`src/design/sre_pkg.sv`:
```
package sre_pkg;

	localparam int STACK_DEPTH = 128;
	localparam int IDX_W       = $clog2(STACK_DEPTH);
	localparam int CNT_W       = $clog2(STACK_DEPTH + 1);

	localparam logic [7:0] SYM_I     = 8'h69;
	localparam logic [7:0] SYM_D     = 8'h64;
	localparam logic [7:0] SYM_E     = 8'h45;
	localparam logic [7:0] SYM_PLUS  = 8'h2B;
	localparam logic [7:0] SYM_STAR  = 8'h2A;
	localparam logic [7:0] SYM_OPEN  = 8'h28;
	localparam logic [7:0] SYM_CLOSE = 8'h29;
	localparam logic [7:0] SYM_SPACE = 8'h20;

	typedef enum logic [2:0] {
		ST_IDLE,
		ST_SHIFT,
		ST_CHECK,
		ST_RD1,
		ST_RD2,
		ST_RD3,
		ST_RESULT
	} state_t;

	typedef struct packed {
		logic load_in;
		logic shift;
		logic reduce;
		logic rd_en;
		logic rd_sel;   // 0: second from top, 1: third from top
		logic cap_t1;
		logic cap_t2;
		logic emit;
	} cmd_t;

	typedef struct packed {
		logic             space;
		logic             match;
		logic             out_free;
		logic             ovf;
		logic [CNT_W-1:0] count;
	} sts_t;

endpackage

```
`src/design/shift_reduce_expression_recognizer.sv`:
```
// A request passes through IDLE, SHIFT, CHECK and RESULT for a character that
// causes no reduction, and IDLE, SHIFT and RESULT for a space; each reduction
// adds a match check plus two registered reads of the stack memory to refill
// the top-of-stack cache. One request is in progress at a time; the next one
// is taken once the result is in the output register, which RESULT waits for
// while the output is stalled. Reset (arst_n low) empties the stack, clears overflow.
module shift_reduce_expression_recognizer (
	input  logic        clk,
	input  logic        arst_n,
	input  logic        s_tvalid,
	output logic        s_tready,
	input  logic [7:0]  s_tdata,   // ch
	input  logic        s_tlast,   // end_of_string
	output logic        m_tvalid,
	input  logic        m_tready,
	output logic [23:0] m_tdata    // depth[7:0], top_symbol[15:8], accepted[16], overflow[17]
);

	sre_pkg::cmd_t cmd;
	sre_pkg::sts_t sts;

	sre_ctrl u_ctrl (
		.clk      (clk),
		.arst_n   (arst_n),
		.s_tvalid (s_tvalid),
		.s_tready (s_tready),
		.cmd      (cmd),
		.sts      (sts)
	);

	sre_dp u_dp (
		.clk      (clk),
		.arst_n   (arst_n),
		.s_tdata  (s_tdata),
		.s_tlast  (s_tlast),
		.m_tvalid (m_tvalid),
		.m_tready (m_tready),
		.m_tdata  (m_tdata),
		.cmd      (cmd),
		.sts      (sts)
	);

	a_acc_depth: assert property (@(posedge clk) disable iff (!arst_n)
		m_tvalid && m_tdata[16] |-> m_tdata[7:0] == 8'd1)
		else $error("accepted flagged with depth other than one");

	a_busy_after_req: assert property (@(posedge clk) disable iff (!arst_n)
		s_tvalid && s_tready |=> !s_tready)
		else $error("new request taken while one is in progress");

	a_ovf_sticky: assert property (@(posedge clk) disable iff (!arst_n)
		sts.ovf |=> sts.ovf)
		else $error("overflow flag cleared");

	a_count_range: assert property (@(posedge clk) disable iff (!arst_n)
		sts.count <= sre_pkg::CNT_W'(sre_pkg::STACK_DEPTH))
		else $error("stack count beyond depth");

endmodule

```
`src/design/sre_ctrl.sv`:
```
module sre_ctrl (
	input  logic            clk,
	input  logic            arst_n,
	input  logic            s_tvalid,
	output logic            s_tready,
	output sre_pkg::cmd_t   cmd,
	input  sre_pkg::sts_t   sts
);

	sre_pkg::state_t state_q, state_d;

	always_ff @(posedge clk or negedge arst_n) begin
		if (!arst_n) begin
			state_q <= sre_pkg::ST_IDLE;
		end else begin
			state_q <= state_d;
		end
	end

	always_comb begin
		state_d  = state_q;
		cmd      = '0;
		s_tready = 1'b0;
		case (state_q)
			sre_pkg::ST_IDLE: begin
				s_tready = 1'b1;
				if (s_tvalid) begin
					cmd.load_in = 1'b1;
					state_d     = sre_pkg::ST_SHIFT;
				end
			end
			sre_pkg::ST_SHIFT: begin
				if (sts.space) begin
					state_d = sre_pkg::ST_RESULT;
				end else begin
					cmd.shift = 1'b1;
					state_d   = sre_pkg::ST_CHECK;
				end
			end
			sre_pkg::ST_CHECK: begin
				if (sts.match) begin
					cmd.reduce = 1'b1;
					state_d    = sre_pkg::ST_RD1;
				end else begin
					state_d = sre_pkg::ST_RESULT;
				end
			end
			sre_pkg::ST_RD1: begin
				cmd.rd_en = 1'b1;
				state_d   = sre_pkg::ST_RD2;
			end
			sre_pkg::ST_RD2: begin
				cmd.cap_t1 = 1'b1;
				cmd.rd_en  = 1'b1;
				cmd.rd_sel = 1'b1;
				state_d    = sre_pkg::ST_RD3;
			end
			sre_pkg::ST_RD3: begin
				cmd.cap_t2 = 1'b1;
				state_d    = sre_pkg::ST_CHECK;
			end
			sre_pkg::ST_RESULT: begin
				if (sts.out_free) begin
					cmd.emit = 1'b1;
					state_d  = sre_pkg::ST_IDLE;
				end
			end
			default: begin
				state_d = sre_pkg::ST_IDLE;
			end
		endcase
	end

endmodule

```
`src/design/sre_dp.sv`:
```
module sre_dp (
	input  logic            clk,
	input  logic            arst_n,
	input  logic [7:0]      s_tdata,   // ch
	input  logic            s_tlast,   // end_of_string
	output logic            m_tvalid,
	input  logic            m_tready,
	output logic [23:0]     m_tdata,   // depth[7:0], top_symbol[15:8], accepted[16], overflow[17]
	input  sre_pkg::cmd_t   cmd,
	output sre_pkg::sts_t   sts
);

	logic [7:0]                  mem [sre_pkg::STACK_DEPTH];
	logic [7:0]                  rd_q;

	logic [sre_pkg::CNT_W-1:0]   count_q;
	logic                        ovf_q;
	logic                        m_tvalid_q;

	logic [7:0]                  ch_q;
	logic                        eos_q;
	// top three stack symbols, meaningful only below count_q
	logic [7:0]                  t0_q, t1_q, t2_q;
	logic [23:0]                 m_tdata_q;

	logic                        id_hit, tri_hit, full;
	logic [sre_pkg::CNT_W-1:0]   new_count;
	logic [sre_pkg::CNT_W-1:0]   rd_cnt;
	logic                        mem_we;
	logic [sre_pkg::IDX_W-1:0]   mem_wa;
	logic [7:0]                  mem_wd;
	logic [7:0]                  top_sym;
	logic                        acc;

	assign full = (count_q == sre_pkg::CNT_W'(sre_pkg::STACK_DEPTH));

	assign id_hit = (count_q >= sre_pkg::CNT_W'(2)) &&
		(t1_q == sre_pkg::SYM_I) && (t0_q == sre_pkg::SYM_D);

	assign tri_hit = (count_q >= sre_pkg::CNT_W'(3)) && (
		(t2_q == sre_pkg::SYM_E && t1_q == sre_pkg::SYM_PLUS && t0_q == sre_pkg::SYM_E) ||
		(t2_q == sre_pkg::SYM_E && t1_q == sre_pkg::SYM_STAR && t0_q == sre_pkg::SYM_E) ||
		(t2_q == sre_pkg::SYM_OPEN && t1_q == sre_pkg::SYM_E && t0_q == sre_pkg::SYM_CLOSE));

	// stack is kept fully reduced, so any new match ends at the top
	assign new_count = count_q - (tri_hit ? sre_pkg::CNT_W'(2) : sre_pkg::CNT_W'(1));

	always_comb begin
		mem_we = 1'b0;
		mem_wa = count_q[sre_pkg::IDX_W-1:0];
		mem_wd = ch_q;
		if (cmd.shift && !full) begin
			mem_we = 1'b1;
		end else if (cmd.reduce) begin
			mem_we = 1'b1;
			mem_wa = sre_pkg::IDX_W'(new_count - sre_pkg::CNT_W'(1));
			mem_wd = sre_pkg::SYM_E;
		end
	end

	assign rd_cnt = count_q - (cmd.rd_sel ? sre_pkg::CNT_W'(3) : sre_pkg::CNT_W'(2));

	always_ff @(posedge clk) begin
		if (mem_we) begin
			mem[mem_wa] <= mem_wd;
		end
		if (cmd.rd_en) begin
			rd_q <= mem[rd_cnt[sre_pkg::IDX_W-1:0]];
		end
	end

	assign top_sym = (count_q != '0) ? t0_q : 8'h00;
	assign acc     = (count_q == sre_pkg::CNT_W'(1)) && (t0_q == sre_pkg::SYM_E);

	always_ff @(posedge clk or negedge arst_n) begin
		if (!arst_n) begin
			count_q    <= '0;
			ovf_q      <= 1'b0;
			m_tvalid_q <= 1'b0;
		end else begin
			if (cmd.shift) begin
				if (full) begin
					ovf_q <= 1'b1;
				end else begin
					count_q <= count_q + sre_pkg::CNT_W'(1);
				end
			end else if (cmd.reduce) begin
				count_q <= new_count;
			end else if (cmd.emit && eos_q) begin
				count_q <= '0;
			end
			if (cmd.emit) begin
				m_tvalid_q <= 1'b1;
			end else if (m_tready) begin
				m_tvalid_q <= 1'b0;
			end
		end
	end

	always_ff @(posedge clk) begin
		if (cmd.load_in) begin
			ch_q  <= s_tdata;
			eos_q <= s_tlast;
		end
		if (cmd.shift && !full) begin
			t0_q <= ch_q;
			t1_q <= t0_q;
			t2_q <= t1_q;
		end else if (cmd.reduce) begin
			t0_q <= sre_pkg::SYM_E;
		end
		if (cmd.cap_t1) begin
			t1_q <= rd_q;
		end
		if (cmd.cap_t2) begin
			t2_q <= rd_q;
		end
		if (cmd.emit) begin
			m_tdata_q <= {6'd0, ovf_q, acc, top_sym, 8'(count_q)};
		end
	end

	assign m_tvalid = m_tvalid_q;
	assign m_tdata  = m_tdata_q;

	assign sts.space    = (ch_q == sre_pkg::SYM_SPACE);
	assign sts.match    = id_hit || tri_hit;
	assign sts.out_free = !m_tvalid_q || m_tready;
	assign sts.ovf      = ovf_q;
	assign sts.count    = count_q;

endmodule

```
`config.mk`:
```
export PLATFORM = sky130hd
export DESIGN_NAME = shift_reduce_expression_recognizer
export DESIGN_NICKNAME = d
export VERILOG_FILES = /design/src/design/sre_pkg.sv /design/src/design/shift_reduce_expression_recognizer.sv /design/src/design/sre_ctrl.sv /design/src/design/sre_dp.sv
export SDC_FILE = /design/constraint.sdc
export NUM_CORES = 1
export LEC_CHECK = 0
export BUFFER_PORTS_ARGS = -buffer_cell sky130_fd_sc_hd__buf_2
export CORE_ASPECT_RATIO = 0.5
export CORE_MARGIN = 2
export CORE_UTILIZATION = 60
export DETAILED_ROUTE_END_ITERATION = 8
export HOLD_SLACK_MARGIN = 0.1
export PLACE_DENSITY_LB_ADDON = 0.15
export SLEW_MARGIN = 20
export SYNTH_ARGS = -nofsm -noshare
export SYNTH_HDL_FRONTEND = slang
export SYNTH_HIERARCHICAL = 1
export SYNTH_SLANG_ARGS = --single-unit
```
`constraint.sdc`:
```
create_clock -name clk -period 12.55 [get_ports clk]
set_input_delay 2.51 -clock clk [delete_from_list [all_inputs] [get_ports clk]]
set_output_delay 2.51 -clock clk [all_outputs]
set_load 0.03 [all_outputs]
```
# Yosys cells after proc, flatten, opt, wreduce, memory -nomap -nowiden
# Memory sizes are Yosys's and may differ from the RTL's. A register that Yosys moved wholly into a read port is not among the register bits.
# Cells that the tools add are included.
[word_totals]
regBits = 64
output_inout_bits = 26
mem_count = 1
ram_bits = 1024
[mem_list]
columns = ["memory", "words", "word_bits", "rd", "rd_ports_with_merged_regs", "write_ports", "line_no", "rtl"]
rows = [
  ["u_dp.mem", 128, 8, 1, 1, 1, "sre_dp.sv:13", "logic [7:0] mem [sre_pkg::STACK_DEPTH];"],
]
[classes]
eq_ne = 21
n_mux = 39
addsub = 4
order_cmp = 2
n_reduce_logical = 29
[ops]
columns = ["operator", "n"]
rows = [
  ["8-bit two-way mux", 12],
  ["8-bit by 6-bit == test with 1-bit output (second input constant)", 5],
  ["8-bit by 7-bit == test with 1-bit output (second input constant)", 5],
  ["3-bit one-hot mux with 7 select lines", 1],
  ["1-bit two-way mux", 18],
  ["8-bit by 2-bit greater-or-equal comparator with 1-bit output (second input constant)", 2],
  ["7-bit two-way mux", 2],
  ["1-bit logical AND", 12],
  ["3-bit two-way mux", 4],
  ["3-bit == test (second input constant)", 3],
  ["8-bit by 1-bit adder with 8-bit output (second input constant)", 1],
  ["8-bit by 1-bit == test with 1-bit output (second input constant)", 1],
  ["8-bit == test (second input constant)", 1],
  ["2-bit nonzero test", 4],
  ["8-bit nonzero test", 1],
  ["8-bit by 2-bit subtractor with 8-bit output", 1],
  ["7-bit by 1-bit subtractor with 7-bit output (second input constant)", 1],
  ["7-bit subtractor", 1],
  ["3-bit by 2-bit == test with 1-bit output (second input constant)", 2],
  ["2-bit != test (second input constant)", 3],
  ["2-bit AND reduction", 3],
  ["1-bit logical OR", 4],
  ["2-bit two-way mux", 2],
  ["3-bit by 1-bit == test with 1-bit output (second input constant)", 1],
  ["4 further kinds", 5],
]

# Longest topological paths before layout
[logic_depth]
depth_word = 13
ltp_mapped = 16
depth_no_buf = 15

# Hierarchy
# Netlist, hierarchy kept.
[modules_own_cells]
columns = ["module", "area_per_inst_um2", "instances", "cells_per_inst", "seq_area_each_um2"]
rows = [
  ["sre_dp", 43767.0, 1, 2322, 32771.4],
  ["sre_ctrl", 251.5, 1, 28, 75.1],
]

# Worst setup path before layout
# Ideal clock, no wire load.
[synth_timing]
kind = "register to register"
startpoint = "register u_dp/count_q[2] (netlist bit)"
endpoint = "memory u_dp.mem[0][5], data pin"
t_required_ns = 12.016
arrival_time_ns = 4.825
n_path_buf = 3
setup_slack_ns = 7.191
path_stages_with_launch = 13
path_cell_list = "dfrtp_1 > buf_2 > or4_1 > or3_1 > o211ai_1 > o21ai_0 > nand2b_2 > nor2_1 > clkbuf_1 > and3_1 > a31oi_1 > clkbuf_1 > and2_1"
[synth_lines]
columns = ["element", "line_no", "rtl"]
rows = [
  ["start, declared", "sre_dp.sv:16", "logic [sre_pkg::CNT_W-1:0] count_q;"],
  ["start signal, assigned", "sre_dp.sv:85", "count_q <= count_q + sre_pkg::CNT_W'(1);"],
  ["start signal, assigned", "sre_dp.sv:88", "count_q <= new_count;"],
  ["end, declared", "sre_dp.sv:13", ""],
]

# Worst setup path after layout
[layout_timing]
startpoint = "register u_dp/count_q[3] (netlist bit)"
endpoint = "memory u_dp.mem[110][6] (enable)"
[layout_via]
elab_chain_len = 10
elab_cells_between_ends = 20
classes_between = "2 x add/sub; 2 x order compare; 1 x eq/ne; 9 x mux; 6 x reduce/logical"
[layout_rtl]
columns = ["element"]
rows = [
  ["branches (longest 10 deep; another with 8-bit by 2-bit greater-or-equal comparator with 1-bit output)"],
]
# Several ways; the timed one is not identified.

==> results.cfg <==
[outcome]
status = completed

[sta]
min_period_ns = 6.25
slew_headroom = 0.172
finalHoldViolations = 0
clock_skew_ns = 0.0231
rsz0062_at_grt = no
worst_slew_pin_slew_ns = 1.24
max_freq_ghz = 0.160
fin_tns_setup_ns = 0
timing.final.crit_share = 0.498
drv_slew = 0
setup_violations = 0
whs_ns = 0.478

[drt]
viasPerCell = 6.50
vias = 22407
top_layer_used = met5
drt_iter0_drc = 3001
met1_length_mm = 40.8
drc_errors = 0
ant_nets = 0
first_pass_iters = 6
wl_per_cell_um = 28.6
wl_met2_mm = 44.7
met3WireLength_mm = 11.1
wirelength_mm = 98.5

[layout]
drive_above_1_share = 0.217
final_cell_mix = edfxtp_1 (1,083), mux4_2 (256), inv_1 (137), nor2_1 (122), nand2_1 (113)
nNetsFinal = 2424
syn2layout_area_growth_pct = 9.87
final_common_cell = edfxtp_1

[min_path]
holdPathEnd = u_dp/m_tdata[17]
whs_path_depth = 0
worstHoldStart = u_dp/ovf_q
holdCritPathClass = register to register

[setup_path]
critPathMostFrequentCell = or4_1
startpoint_type = register
crit_type = register to register
reg2reg_from = u_dp/count_q[3]
r2r_slack_ns = 6.30
rr_worst_depth = 12
crit_chain = or4_1 > or3_1 > o211ai_1 > ha_1 > fa_1 > nor3b_1 > xnor2_1 > or4_1 > and2_1 > o21ai_2 > nand3_1 > nor2_1
cp.arrival_ns = 6.55
end_kind = register
r2r_end = u_dp/mem[110][6]
critPathRequiredTime_ns = 12.86
critPathMaxFanout = 18
max_stage_delay_ns = 0.73
slowest_stage = or4_1

[cts]
cts_max_path_buffers = 3
ctsHoldBuffers = 0
path_clk_slew_ns = 0.07
cts-root-buf = clkbuf_16
cts_buffers = 91
post_cts_resized = 0
clock_latency_ns = 0.68
cts_max_level = 3
cts_tree = yes
post_cts_buffers = 0
cts.sinks = 1096

[floorplan]
die_h_um = 196
num_io_pins = 39
start_util = 0.604
coreArea_mm2 = 0.0729
rows = 70
chipWidth_um = 387
die_area_mm2 = 0.0757

[grt]
grt_usage = 0.265
grt.overflow.total = 0
antenna_found_initial = 3
grt_pass1_vias = 22162
grt_max_degree = 152
grt_pass1_wl_mm = 146

[placement]
port_buffers = 32
routabilityCongestion = 0.908
dp_hpwl_mm = 58.8

[run]
cap_violations = 0

[power_and_ir_drop]
p_per_area_mw_per_mm2 = 252
irDropWorstVdd_mv = 0.287
cellLeakagePower_uw = 0.0156

[logic_synthesis]
yosys_warnings = 6
netlist_area_mm2 = 0.0440
synthCells = 2349
synth_area_per_cell_um2 = 18.7
[worst max path at each step]
stage	slack (ns)	endpoint	from	depth (start not counted)
after detailed placement	6.45	u_dp/mem[1][3]	u_dp/t0_q[3]	14
final	6.30	u_dp/mem[110][6]	u_dp/count_q[3]	12
after CTS	6.40	u_dp/mem[17][5]	u_dp/t0_q[3]	14
after global routing	5.81	u_dp/mem[18][1]	u_dp/t0_q[3]	16
after floorplan	7.19	u_dp/mem[0][5]	u_dp/count_q[2]	12
after global placement	6.42	u_dp/mem[11][0]	u_dp/count_q[3]	12
[critical path, delay by kind of cell (launching register included)]
kind                     cells  cell delay, ns
AND/OR/NAND/NOR              7            3.40
XOR/XNOR                     1            0.16
adder cells (fa/ha/maj)      2            0.64
AO/OA/AOI/OAI                2            1.03
flip-flops                   1            0.61
[layout make-up]
cell class	count	area (um2)
tap	972	1220
timing repair buffer	78	531
fill	4759	24500
antenna	1	2.50
inverter	140	526
sequential	1096	32800
clock inverter	60	544
multi-input combinational	994	10300
clock buffer	108	2380
[layer usage]
layer | track usage | vias up
li1 | - | 9500
met1 | 0.402 | 11586
met2 | 0.387 | 1171
met3 | 0.0749 | 148
met4 | 0.0615 | 2
met5 | 0 | -
[metrics by stage]
stage / utilization / total power [uW] / area, um2 / worst slack [ns] / instances
finish: 0.664 / 12200 / 48400 / 6.30 / 3449
global route: 0.664 / 12700 / 48400 / 5.81 / 3448
CTS: 0.662 / 12200 / 48300 / 6.40 / 3448
global placement: 0.622 / 9370 / 45300 / 6.42 / 3280
floorplan: - / 7950 / 44000 / 7.19 / 2354
detailed placement: 0.622 / 9400 / 45300 / 6.45 / 3280
[flip-flops by register name (all words and copies together) (netlist names)]
| register | flops |
|---|---|
| u_ctrl/state_q | 3 |
| u_dp/ch_q | 8 |
| u_dp/count_q | 8 |
| u_dp/eos_q | 1 |
| u_dp/m_tdata | 18 |
| u_dp/m_tvalid | 1 |
| u_dp/mem | 1024 |
| u_dp/ovf_q | 1 |
| u_dp/rd_q | 8 |
| u_dp/t0_q | 8 |
| u_dp/t1_q | 8 |
| u_dp/t2_q | 8 |
[where the power goes]
group | total (uW) | switching [uW] | internal [uW]
clock | 2810 | 1280 | 1530
sequential | 4370 | 89.8 | 4280
combinational | 5000 | 2940 | 2060
total | 12200 | 4310 | 7870
(Power assumes the default switching activity.)
